--- src/ple_pkg.sv ---
// Package for the positional list engine: action codes, beat and cell control types.
`timescale 1ns / 1ps
`default_nettype none
package ple_pkg;

  typedef enum logic [2:0] {
    ACT_APPEND = 3'd0,
    ACT_INSERT = 3'd1,
    ACT_REMOVE = 3'd2,
    ACT_READ   = 3'd3,
    ACT_WRITE  = 3'd4,
    ACT_CLEAR  = 3'd5,
    ACT_RESIZE = 3'd6,
    ACT_STATUS = 3'd7
  } action_e;

  typedef enum logic [2:0] {
    CELL_HOLD   = 3'd0,
    CELL_INSERT = 3'd1,
    CELL_REMOVE = 3'd2,
    CELL_WRITE  = 3'd3,
    CELL_PAD    = 3'd4
  } cell_op_e;

  // Broadcast to every cell; lo/hi are element indices, one bit wider than position.
  typedef struct packed {
    cell_op_e   op;
    logic [8:0] lo;
    logic [8:0] hi;
  } cell_ctrl_t;

  typedef struct packed {
    logic [2:0]  action;
    logic [7:0]  position;
    logic [31:0] item_value;
  } ple_in_t;

  typedef struct packed {
    logic [31:0] read_value;
    logic        found;
    logic [4:0]  element_count;
    logic        is_empty;
    logic        overflow;
  } ple_out_t;

endpackage
`default_nettype wire

--- src/positional_list_engine_unit.sv ---
// Top level of the positional list engine: control, fill count and a row of cells.
//
//  channel | dir | handshake               | payload
//  --------+-----+-------------------------+----------
//  in      | in  | in_valid_i / in_ready_o | in_i  (ple_in_t)
//  out     | out | out_valid_o/out_ready_i | out_o (ple_out_t)
//
// On each action all cells compare their index with the broadcast lo/hi
// bounds and shift or load together, result registered for the next cycle.
// One beat per cycle while out is taken; a held result stalls in only when
// out_ready_i is low. Reset clears the fill count and the output valid;
// cell contents stay unknown until written and are never read past the count.
`timescale 1ns / 1ps
`default_nettype none
module positional_list_engine_unit import ple_pkg::*; #(
  parameter int DEPTH      = 16,
  parameter int DATA_WIDTH = 32
) (
  input  logic     clk_i,
  input  logic     rst_ni,
  input  logic     in_valid_i,
  output logic     in_ready_o,
  input  ple_in_t  in_i,
  output logic     out_valid_o,
  input  logic     out_ready_i,
  output ple_out_t out_o
);

  localparam int         CW     = $clog2(DEPTH + 1);
  localparam logic [8:0] Depth9 = 9'(DEPTH);

  logic [CW-1:0]         count_q, count_d;
  logic                  out_valid_q;
  ple_out_t              out_q, out_d;
  logic                  accept;
  cell_ctrl_t            ctrl, ctrl_bc;
  logic [8:0]            cnt9, pos9, cnt_next9;
  logic                  full, hit, found, ovf;
  logic [DATA_WIDTH-1:0] value, rd_sel;
  logic [DATA_WIDTH+31:0] value_ext, rd_ext;
  logic [DATA_WIDTH-1:0] cell_data [DEPTH];

  assign in_ready_o = !out_valid_q || out_ready_i;
  assign accept     = in_valid_i && in_ready_o;

  assign value_ext = {{DATA_WIDTH{1'b0}}, in_i.item_value};
  assign value     = value_ext[DATA_WIDTH-1:0];

  assign cnt9 = 9'(count_q);
  assign pos9 = {1'b0, in_i.position};
  assign full = cnt9 >= Depth9;
  assign hit  = pos9 < cnt9;

  // read select over the row
  always_comb begin
    rd_sel = '0;
    for (int i = 0; i < DEPTH; i++) begin
      if (pos9 == 9'(i)) begin
        rd_sel = cell_data[i];
      end
    end
  end

  always_comb begin
    ctrl      = '{op: CELL_HOLD, lo: cnt9, hi: cnt9};
    cnt_next9 = cnt9;
    found     = 1'b0;
    ovf       = 1'b0;
    rd_ext    = '0;
    case (action_e'(in_i.action))
      ACT_APPEND: begin
        if (!full) begin
          ctrl.op   = CELL_INSERT;
          cnt_next9 = cnt9 + 9'd1;
        end else begin
          ovf = 1'b1;
        end
      end
      ACT_INSERT: begin
        found = hit;
        if (!full) begin
          ctrl.op   = CELL_INSERT;
          ctrl.lo   = hit ? pos9 : cnt9;
          cnt_next9 = cnt9 + 9'd1;
        end else begin
          ovf = 1'b1;
        end
      end
      ACT_REMOVE: begin
        if (hit) begin
          found     = 1'b1;
          ctrl.op   = CELL_REMOVE;
          ctrl.lo   = pos9;
          cnt_next9 = cnt9 - 9'd1;
        end
      end
      ACT_READ: begin
        if (hit) begin
          found  = 1'b1;
          rd_ext = {32'd0, rd_sel};
        end
      end
      ACT_WRITE: begin
        if (hit) begin
          found   = 1'b1;
          ctrl.op = CELL_WRITE;
          ctrl.lo = pos9;
        end
      end
      ACT_CLEAR: begin
        cnt_next9 = 9'd0;
      end
      ACT_RESIZE: begin
        if (pos9 > cnt9) begin
          ctrl.op = CELL_PAD;
          if (pos9 > Depth9) begin
            ctrl.hi = Depth9;
            ovf     = 1'b1;
          end else begin
            ctrl.hi = pos9;
          end
          cnt_next9 = ctrl.hi;
        end else begin
          cnt_next9 = pos9;
        end
      end
      ACT_STATUS: begin
        cnt_next9 = cnt9;
      end
      default: begin
        cnt_next9 = cnt9;
      end
    endcase
  end

  always_comb begin
    ctrl_bc = ctrl;
    if (!accept) begin
      ctrl_bc.op = CELL_HOLD;
    end
  end

  assign count_d = accept ? CW'(cnt_next9) : count_q;

  always_comb begin
    out_d.read_value    = rd_ext[31:0];
    out_d.found         = found;
    out_d.element_count = 5'(cnt_next9);
    out_d.is_empty      = (cnt_next9 == 9'd0);
    out_d.overflow      = ovf;
  end

  for (genvar g = 0; g < DEPTH; g++) begin : g_cell
    logic [DATA_WIDTH-1:0] prev, next;
    if (g == 0) begin : g_first
      assign prev = '0;
    end else begin : g_prev
      assign prev = cell_data[g-1];
    end
    if (g == DEPTH - 1) begin : g_last
      assign next = '0;
    end else begin : g_next
      assign next = cell_data[g+1];
    end
    ple_cell #(
      .DATA_WIDTH(DATA_WIDTH),
      .IDX       (g)
    ) u_cell (
      .clk_i  (clk_i),
      .ctrl_i (ctrl_bc),
      .value_i(value),
      .prev_i (prev),
      .next_i (next),
      .data_o (cell_data[g])
    );
  end

  always_ff @(posedge clk_i or negedge rst_ni) begin
    if (!rst_ni) begin
      count_q     <= '0;
      out_valid_q <= 1'b0;
    end else begin
      count_q <= count_d;
      if (accept) begin
        out_valid_q <= 1'b1;
      end else if (out_ready_i) begin
        out_valid_q <= 1'b0;
      end
    end
  end

  always_ff @(posedge clk_i) begin
    if (accept) begin
      out_q <= out_d;
    end
  end

  assign out_valid_o = out_valid_q;
  assign out_o       = out_q;

endmodule
`default_nettype wire

--- src/ple_cell.sv ---
// One list slot: holds an element and loads from a neighbour or the beat value.
`timescale 1ns / 1ps
`default_nettype none
module ple_cell import ple_pkg::*; #(
  parameter int DATA_WIDTH = 32,
  parameter int IDX        = 0
) (
  input  logic                  clk_i,
  input  cell_ctrl_t            ctrl_i,
  input  logic [DATA_WIDTH-1:0] value_i,
  input  logic [DATA_WIDTH-1:0] prev_i,
  input  logic [DATA_WIDTH-1:0] next_i,
  output logic [DATA_WIDTH-1:0] data_o
);

  localparam logic [8:0] MyIdx = 9'(IDX);

  logic [DATA_WIDTH-1:0] data_q, data_d;
  logic                  load;

  always_comb begin
    load   = 1'b0;
    data_d = data_q;
    case (ctrl_i.op)
      CELL_INSERT: begin
        if (MyIdx == ctrl_i.lo) begin
          load   = 1'b1;
          data_d = value_i;
        end else if (MyIdx > ctrl_i.lo) begin
          load   = 1'b1;
          data_d = prev_i;
        end
      end
      CELL_REMOVE: begin
        if (MyIdx >= ctrl_i.lo) begin
          load   = 1'b1;
          data_d = next_i;
        end
      end
      CELL_WRITE: begin
        if (MyIdx == ctrl_i.lo) begin
          load   = 1'b1;
          data_d = value_i;
        end
      end
      CELL_PAD: begin
        if (MyIdx >= ctrl_i.lo && MyIdx < ctrl_i.hi) begin
          load   = 1'b1;
          data_d = value_i;
        end
      end
      default: begin
        load = 1'b0;
      end
    endcase
  end

  // payload only, no reset
  always_ff @(posedge clk_i) begin
    if (load) begin
      data_q <= data_d;
    end
  end

  assign data_o = data_q;

endmodule
`default_nettype wire
--- config.mk ---
export PLATFORM = sky130hd
export DESIGN_NAME = positional_list_engine_unit
export DESIGN_NICKNAME = d
export VERILOG_FILES = /design/src/ple_pkg.sv /design/src/positional_list_engine_unit.sv /design/src/ple_cell.sv
export SDC_FILE = /design/constraint.sdc
export NUM_CORES = 2
export LEC_CHECK = 0
export ABC_CLOCK_PERIOD_IN_PS = 6200
export BUFFER_PORTS_ARGS = -buffer_cell sky130_fd_sc_hd__buf_2
export CAP_MARGIN = 20
export CELL_PAD_IN_SITES_DETAIL_PLACEMENT = 0
export CELL_PAD_IN_SITES_GLOBAL_PLACEMENT = 2
export CORE_ASPECT_RATIO = 0.9
export CORE_MARGIN = 2
export CORE_UTILIZATION = 44
export CTS_CLUSTER_DIAMETER = 80
export DETAILED_ROUTE_END_ITERATION = 8
export GPL_ROUTABILITY_DRIVEN = 0
export PLACE_DENSITY_LB_ADDON = 0.1
export RECOVER_POWER = 50
export SLEW_MARGIN = 20
export SYNTH_ARGS = -nofsm -noshare
export SYNTH_HDL_FRONTEND = slang
export SYNTH_SLANG_ARGS = --single-unit
--- constraint.sdc ---
create_clock -name clk_i -period 6.2 [get_ports clk_i]
set_input_delay 0.31 -clock clk_i [delete_from_list [all_inputs] [get_ports clk_i]]
set_output_delay 0.31 -clock clk_i [all_outputs]
set_load 0.01 [all_outputs]
## Word-level counts from Yosys, hierarchy flattened

Index checks and enable logic that the tools add are counted.

- Bits in registers: 558
- Bits of input ports: 47
- Output and inout bits: 42
- Logic and storage cells: 457

- $add $sub $neg: 2
- $lt $le $gt $ge: 52
- Equality and inequality tests: 104
- Multiplexer cells: 232
- Reduce and logical (&&, ||, !) cells: 44

Operators by type and width:

| operator | count |
|---|---|
| 32-bit 2-to-1 mux | 96 |
| 32-bit one-hot mux with 4 select lines | 16 |
| 2-bit by 1-bit != test with 1-bit output (second input constant) | 48 |
| 6-bit AND reduction | 16 |
| 1-bit 2-to-1 mux | 87 |
| 4-bit by 9-bit equality test with 1-bit output (first input constant) | 8 |
| 4-bit by 9-bit greater-or-equal comparator with 1-bit output (first input constant) | 8 |
| 4-bit by 9-bit greater-than comparator with 1-bit output (first input constant) | 8 |
| 8-bit by 4-bit equality test with 1-bit output (second input constant) | 8 |
| 4-bit by 8-bit < comparator with 1-bit output (first input constant) | 8 |
| 1-bit one-hot mux with 4 select lines | 16 |
| 3-bit by 1-bit != test with 1-bit output (second input constant) | 16 |
| 3-bit by 9-bit equality test with 1-bit output (first input constant) | 4 |
| 3-bit by 9-bit greater-or-equal comparator with 1-bit output (first input constant) | 4 |
| 3-bit by 9-bit greater-than comparator with 1-bit output (first input constant) | 4 |
| 9-bit one-hot mux with 4 select lines | 1 |
| 8-bit by 3-bit equality test with 1-bit output (second input constant) | 4 |
| 3-bit by 8-bit < comparator with 1-bit output (first input constant) | 4 |
| 8-bit 2-to-1 mux | 4 |
| 9-bit zero test | 3 |
| 9-bit one-hot mux with 3 select lines | 1 |
| 11-bit 2-to-1 mux | 2 |
| 2-bit by 9-bit equality test with 1-bit output (first input constant) | 2 |
| 1-bit by 9-bit greater-or-equal comparator with 1-bit output (first input constant) | 2 |
| 32 further kinds | 64 |

## Depth between registers and ports, before layout

- Depth after elaboration: 17
- Gate-level depth with buffers: 13
- Depth with buffers taken out: 9

## Modules after synthesis

A second synthesis with hierarchy kept.

- Cells, all modules: 4244
- Area total of the unflattened synthesis: 45986.6 um^2

Modules (own cells, without submodules):

| module | instances | cells an instance | area each (um^2) |
|---|---|---|---|
| positional_list_engine_unit | 1 | 937 | 7284.5 |
| ple_cell (g_cell[11].u_cell ...) | 2 | 208 | 2537.4 |
| ple_cell (g_cell[13].u_cell) | 1 | 281 | 3333.2 |
| ple_cell (g_cell[4].u_cell) | 1 | 212 | 2647.5 |
| ple_cell (g_cell[10].u_cell) | 1 | 210 | 2630.0 |
| ple_cell (g_cell[14].u_cell) | 1 | 208 | 2596.2 |
| ple_cell (g_cell[12].u_cell) | 1 | 209 | 2538.7 |
| ple_cell (g_cell[3].u_cell) | 1 | 205 | 2477.4 |
| ple_cell (g_cell[8].u_cell) | 1 | 207 | 2404.8 |
| ple_cell (g_cell[7].u_cell) | 1 | 197 | 2329.7 |
| ple_cell (g_cell[5].u_cell) | 1 | 201 | 2253.4 |
| ple_cell (g_cell[15].u_cell) | 1 | 196 | 2204.6 |
| ple_cell (g_cell[0].u_cell) | 1 | 197 | 2183.3 |
| ple_cell (g_cell[2].u_cell) | 1 | 200 | 2089.5 |
| +2 rows | n/a | n/a | n/a |

## Worst setup path before layout

OpenSTA, ideal clock, no wires.

- Path kind: register -> register
- Start: reg count_q[4]
- End: reg g_cell[9].u_cell.data_q[0] (enable)
- Library setup time: 0.474 ns
- Data arrival time: 5.146 ns
- Path slack: 0.580 ns
- Cell stages (with the launch flop): 13
- Path buffers: 3
- Cell sequence: dfrtp_1 clkbuf_1 inv_1 ha_1 a21oi_1 and2_1 clkbuf_1 nand4_4 buf_2 mux2_2 nor3_1 a21oi_1 a221oi_1

- Cells in the longest elaborated chain, start to end: 9
- Elaborated cells between the ends (all ways): 35
- Those cells by class: order compare (6); eq/ne (9); mux (17); reduce/logical (3)

RTL lines:

| what | RTL line | text |
|---|---|---|
| start: declaration | positional_list_engine_unit.sv:32 | `logic [CW-1:0] count_q, count_d;` |
| start signal: assignment | positional_list_engine_unit.sv:183 | `count_q <= count_d;` |
| 8-bit by 5-bit < comparator with 1-bit output | positional_list_engine_unit.sv:52 | `assign hit = pos9 < cnt9;` |
| 8-bit 2-to-1 mux | positional_list_engine_unit.sv:83 | `ctrl.lo = hit ? pos9 : cnt9;` |
| 10-bit 2-to-1 mux | positional_list_engine_unit.sv:81 | `if (!full) begin` |
| 9-bit one-hot mux with 3 select lines | positional_list_engine_unit.sv:70 | `case (action_e'(in_i.action))` |
| 4-bit by 9-bit greater-than comparator with 1-bit output / 4-bit by 9-bit greater-or-equal comparator with 1-bit output (equally long branches) | ple_cell.sv:29, ple_cell.sv:35, ple_cell.sv:47 |  |
| 1-bit 2-to-1 mux / 1-bit logical AND (equally long branches) | ple_cell.sv:29, ple_cell.sv:47 |  |
| 1-bit 2-to-1 mux (on tied branches) | ple_cell.sv:26, ple_cell.sv:47 |  |
| 1-bit one-hot mux with 4 select lines | ple_cell.sv:24 | `case (ctrl_i.op)` |
| 6-bit AND reduction (no source line) * | n/a |  |
| end signal: assignment | ple_cell.sv:61 | `data_q <= data_d;` |
| end: declaration | ple_cell.sv:18 | `logic [DATA_WIDTH-1:0] data_q, data_d;` |

Mark *: on every way between the ends. The rest lies on a longest branch, timed or not.
A chain may end at the register's enable or synchronous reset.

## Final worst setup path

- Start: reg count_q[4]
- End: reg g_cell[1].u_cell.data_q[17], data pin

- Cells in the longest elaborated chain, start to end: 7
- Elaborated cells between the ends (all ways): 19
- Those cells by class: order compare (3); eq/ne (5); mux (11)

RTL lines:

| what | RTL line | text |
|---|---|---|
| 8-bit by 5-bit < comparator with 1-bit output | positional_list_engine_unit.sv:52 |  |
| 8-bit 2-to-1 mux | positional_list_engine_unit.sv:83 |  |
| 10-bit 2-to-1 mux | positional_list_engine_unit.sv:81 |  |
| 9-bit one-hot mux with 3 select lines | positional_list_engine_unit.sv:70 |  |
| 1-bit by 9-bit equality test with 1-bit output | ple_cell.sv:26 | `if (MyIdx == ctrl_i.lo) begin` |
| 32-bit 2-to-1 mux | ple_cell.sv:26 |  |
| 32-bit one-hot mux with 4 select lines * | ple_cell.sv:24 |  |
| named net g_cell[1].u_cell.data_d[17] | ple_cell.sv:18 |  |
| end signal: assignment | ple_cell.sv:61 |  |
| end: declaration | ple_cell.sv:18 |  |

The timed path passes the listed nets; every way through them passes the cells marked *.

==> results.md <==
* Outcome: finished, violations left
* Failing checks: capacitance limit, slew limit
* CP endpoint kind: flop
* I/O Buffers at 88
* Slew HR at -56.2%
* TritonRoute pass-1 iters at 7
* Predominant post-synthesis flop cell: edfxtp_1
* # nets final at 2798
* Synth top area cells: edfxtp_1 (51%), a221o_1 (12%), and2_1 (7.4%)
* Data required, critical path at about 6700 ps
* # IOs at roughly 90
* YS warnings at 0
* Crit path buf inv count at 2
* Final hold vios at 0
* Max stage delay on crit path at about 900 ps
* Post-synth EDFFs at 552
* Initial antenna violation count at 3
* Post-synthesis compound-gate area fraction at 25.0%
* Adder and majority gate portion of the synthesized area at less than 1%
* CTS Buf Count at 66
* Detail Placement HPWL at 80.0 mm
* Crit path max fanout at 32
* Worst hold path type: input pin to asynchronous set/reset pin
* Fin crit share at 85.2%
* Worst Path Arrival at between 5000 and 6000 ps
* CTS tree: built
* Seq/Total Area, Yosys at about half
* Pwr/cell area at 279 nW/µm²
* WS Path Type: flop to flop
* Clk sinks at 558
* Area leader, netlist: edfxtp_1
* Synth async-reset ratio at roughly 1.1%
* Fill count at roughly 6600
* Clk_skew at about 26 ps
* Initial core utilization at about 44%
* Worst vdd ir at 193 µV
* Clk_lat worst skew at 620 ps
* First-pass GRT wire length at ~190 mm
* DRC errors left at 0
* Final Cell Area at about 36000 µm²
* Setup slack after layout at slightly above 900 ps
* Synthesized-area fraction occupied by and/or/nand/nor cells at between 10% and 20%
* Count of cell types in the netlist at 72
* Total wire length at about 130 mm
* Max Freq at between 150 and 200 MHz
* Drt wl/cell at about 34 µm
* Root Buffer: clkbuf_16
* Largest net degree at the start of global routing at about 180
* Remaining antenna violation count after routing at 0
* Mapped cell area at 32400 µm²
* Setup crit start kind: flop
* Pre-CTS setup slack at about 1600 ps
* Most frequent cell after synthesis: edfxtp_1
* CTS Buffer Depth at 3
* Endpoints failing setup at 0
* Die ar. at 75900 µm²
* Main combinational cell family by area after synthesis: compound AO/OA/AOI/OAI gates
* Multiplexer share of the synthesized area at roughly 7%
* Synth Register Bits at approximately 560
* Max-cap violations at 3
* 1st-iter DRT viols at between 3000 and 4000
* H-tree levels at 3
* Total Neg Setup Slack at 0 ps
* RSZ-0062 raised after global routing: no
* Post-synth top cells: edfxtp_1 (552), a221o_1 (385), and2_1 (384)
* CP cell instances: inv_1 > ha_1 > a21oi_1 > nand2_1 > nor3_1 > mux2i_2 > nand2b_1 > o21ai_4 > clkbuf_2 > a221o_1
* Slowest stage cell, crit path: nor3_1
* Layout cell share with drive strength beyond 1 at between 10% and 20%
* XOR/XNOR Fraction of Synth Area at 0.0811%
* Vias in the first global route at about 27000
* Pleak at 12.2 nW
* Die W at 290 µm
* Via-per-instance ratio at 7.18
* Global Route Usage Sum at around a third
* Final Critical Period at roughly 5300 ps
* Antenna cells at 0
* CTS clk-pin slew, worst paths at approximately 60 ps
* Worst path top cell family by delay: simple AND/OR/NAND/NOR gates
* Synth-to-Final Area Change at 10.8%
* FP Rows at 94
* Syn Nets at 2867
* Chip height at 262 µm
* Post-synthesis cell count at around 2800
* Final slew viol count at 106
* Synth top area share at 51.1%
* DP Area at ~34000 µm²
* Worst slew pin tran at approximately 2300 ps
* Setup Fix Bufs, Post-CTS at 0
* Avg Cell Area, Syn at approximately 12 µm²
* Core Region at ~73000 µm²
* Grt total ovfl at 0
* Via count at 26900
## stage by stage
stage | power (mW) | util (%) | hold slack, ps | cells
floorplan | 5.59 | - | 14.4 | 2812
global placement | 6.23 | 46.5 | 164 | 3629
detailed placement | 6.27 | 46.5 | 153 | 3630
CTS | 10.0 | 49.3 | 54.0 | 3747
global route | 10.3 | 49.2 | 157 | 3749
finish | 10.0 | 49.2 | 130 | 3749
## sequential cells by signal (all words and copies together) (netlist names)
name	flops
out_valid_o	1
g_cell.u_cell.data_o	512
count_q	5
out_o	40
## layer usage
layer | up-vias | wire (µm) | GRT usage (%)
li1 | 11200 | - | -
met1 | 13800 | 50800 | 43.8
met2 | 1602 | 61000 | 54.8
met3 | 310 | 11000 | 5.11
met4 | 0 | 5980 | 14.5
met5 | - | 0 | 0
## where the power goes
group          switching, mW  leakage (nW)  internal [mW]  total, mW
clock network           1.68         0.984           2.15       3.82
logic                   1.11          6.13          0.555       1.67
registers              0.144          5.11           4.40       4.54
## path summary, 6_finish.rpt
path                                             startpoint                          end  slack, ps  cells past startpoint
worst max register to register                   count_q[4]  g_cell[1].u_cell.data_o[17]        920                     10
worst min-delay path                                 rst_ni                   count_q[1]        130                      2
min in group clk_i                                 in_i[42]                     out_o[0]        300                      2
max in group asynchronous                            rst_ni                  out_valid_o       5810                      2
worst min register to register  g_cell[0].u_cell.data_o[19]  g_cell[1].u_cell.data_o[19]        580                      1
worst max-delay path                             count_q[4]  g_cell[1].u_cell.data_o[17]        920                     10
## kinds of logic (layout without fill, tap and decap cells)
| kind of cell | count (synthesis) | after routing |
|---|---|---|
| AOI/OAI and AO/OA | 1029 | 1029 |
| buffers and inverters | 333 | 310 |
| adders and majority gates | 8 | 8 |
| and+or+nand+nor | 698 | 698 |
| DFF | 558 | 558 |
| xor gates and xnor gates | 3 | 3 |
| muxes | 183 | 183 |
## worst reg2reg max path, stage by stage, from the launching register on
cell and delay (ps):
dfrtp_1 600, inv_1 210, ha_1 360, a21oi_1 210, nand2_1 120, nor3_1 900, mux2i_2 800, nand2b_1 470
o21ai_4 250, clkbuf_2 900, a221o_1 330
## placed cells by master (no fill, tap or decap), types with 62 or more instances in the layout
master / instances
edfxtp_1: 552
a221o_1: 385
and2_1: 384
o21ai_0: 161
mux2i_1: 118
a21oi_1: 117
nand2_1: 106
a22oi_1: 96
nor2_1: 87
a22o_1: 72
buf_4: 71
clkbuf_16: 69
clkbuf_1: 62
## area by class of cell
type | instances | area, µm² | share of cell area [%]
clock buffers | 88 | 1820 | 5.06
well taps | 960 | 1200 | 3.34
multi-input cells | 1921 | 14800 | 41.1
inverters | 15 | 56.3 | 0.157
repair buffers | 181 | 1150 | 3.22
clock inverters | 26 | 203 | 0.564
flip-flops and latches | 558 | 16700 | 46.6
## what timing repair did
item                                   4_1_cts  5_1_grt
gates resized for setup                      0        0
hold buffers                                 3        0
endpoints found under the hold margin        7        0
Power figures use the tool's default switching activity.
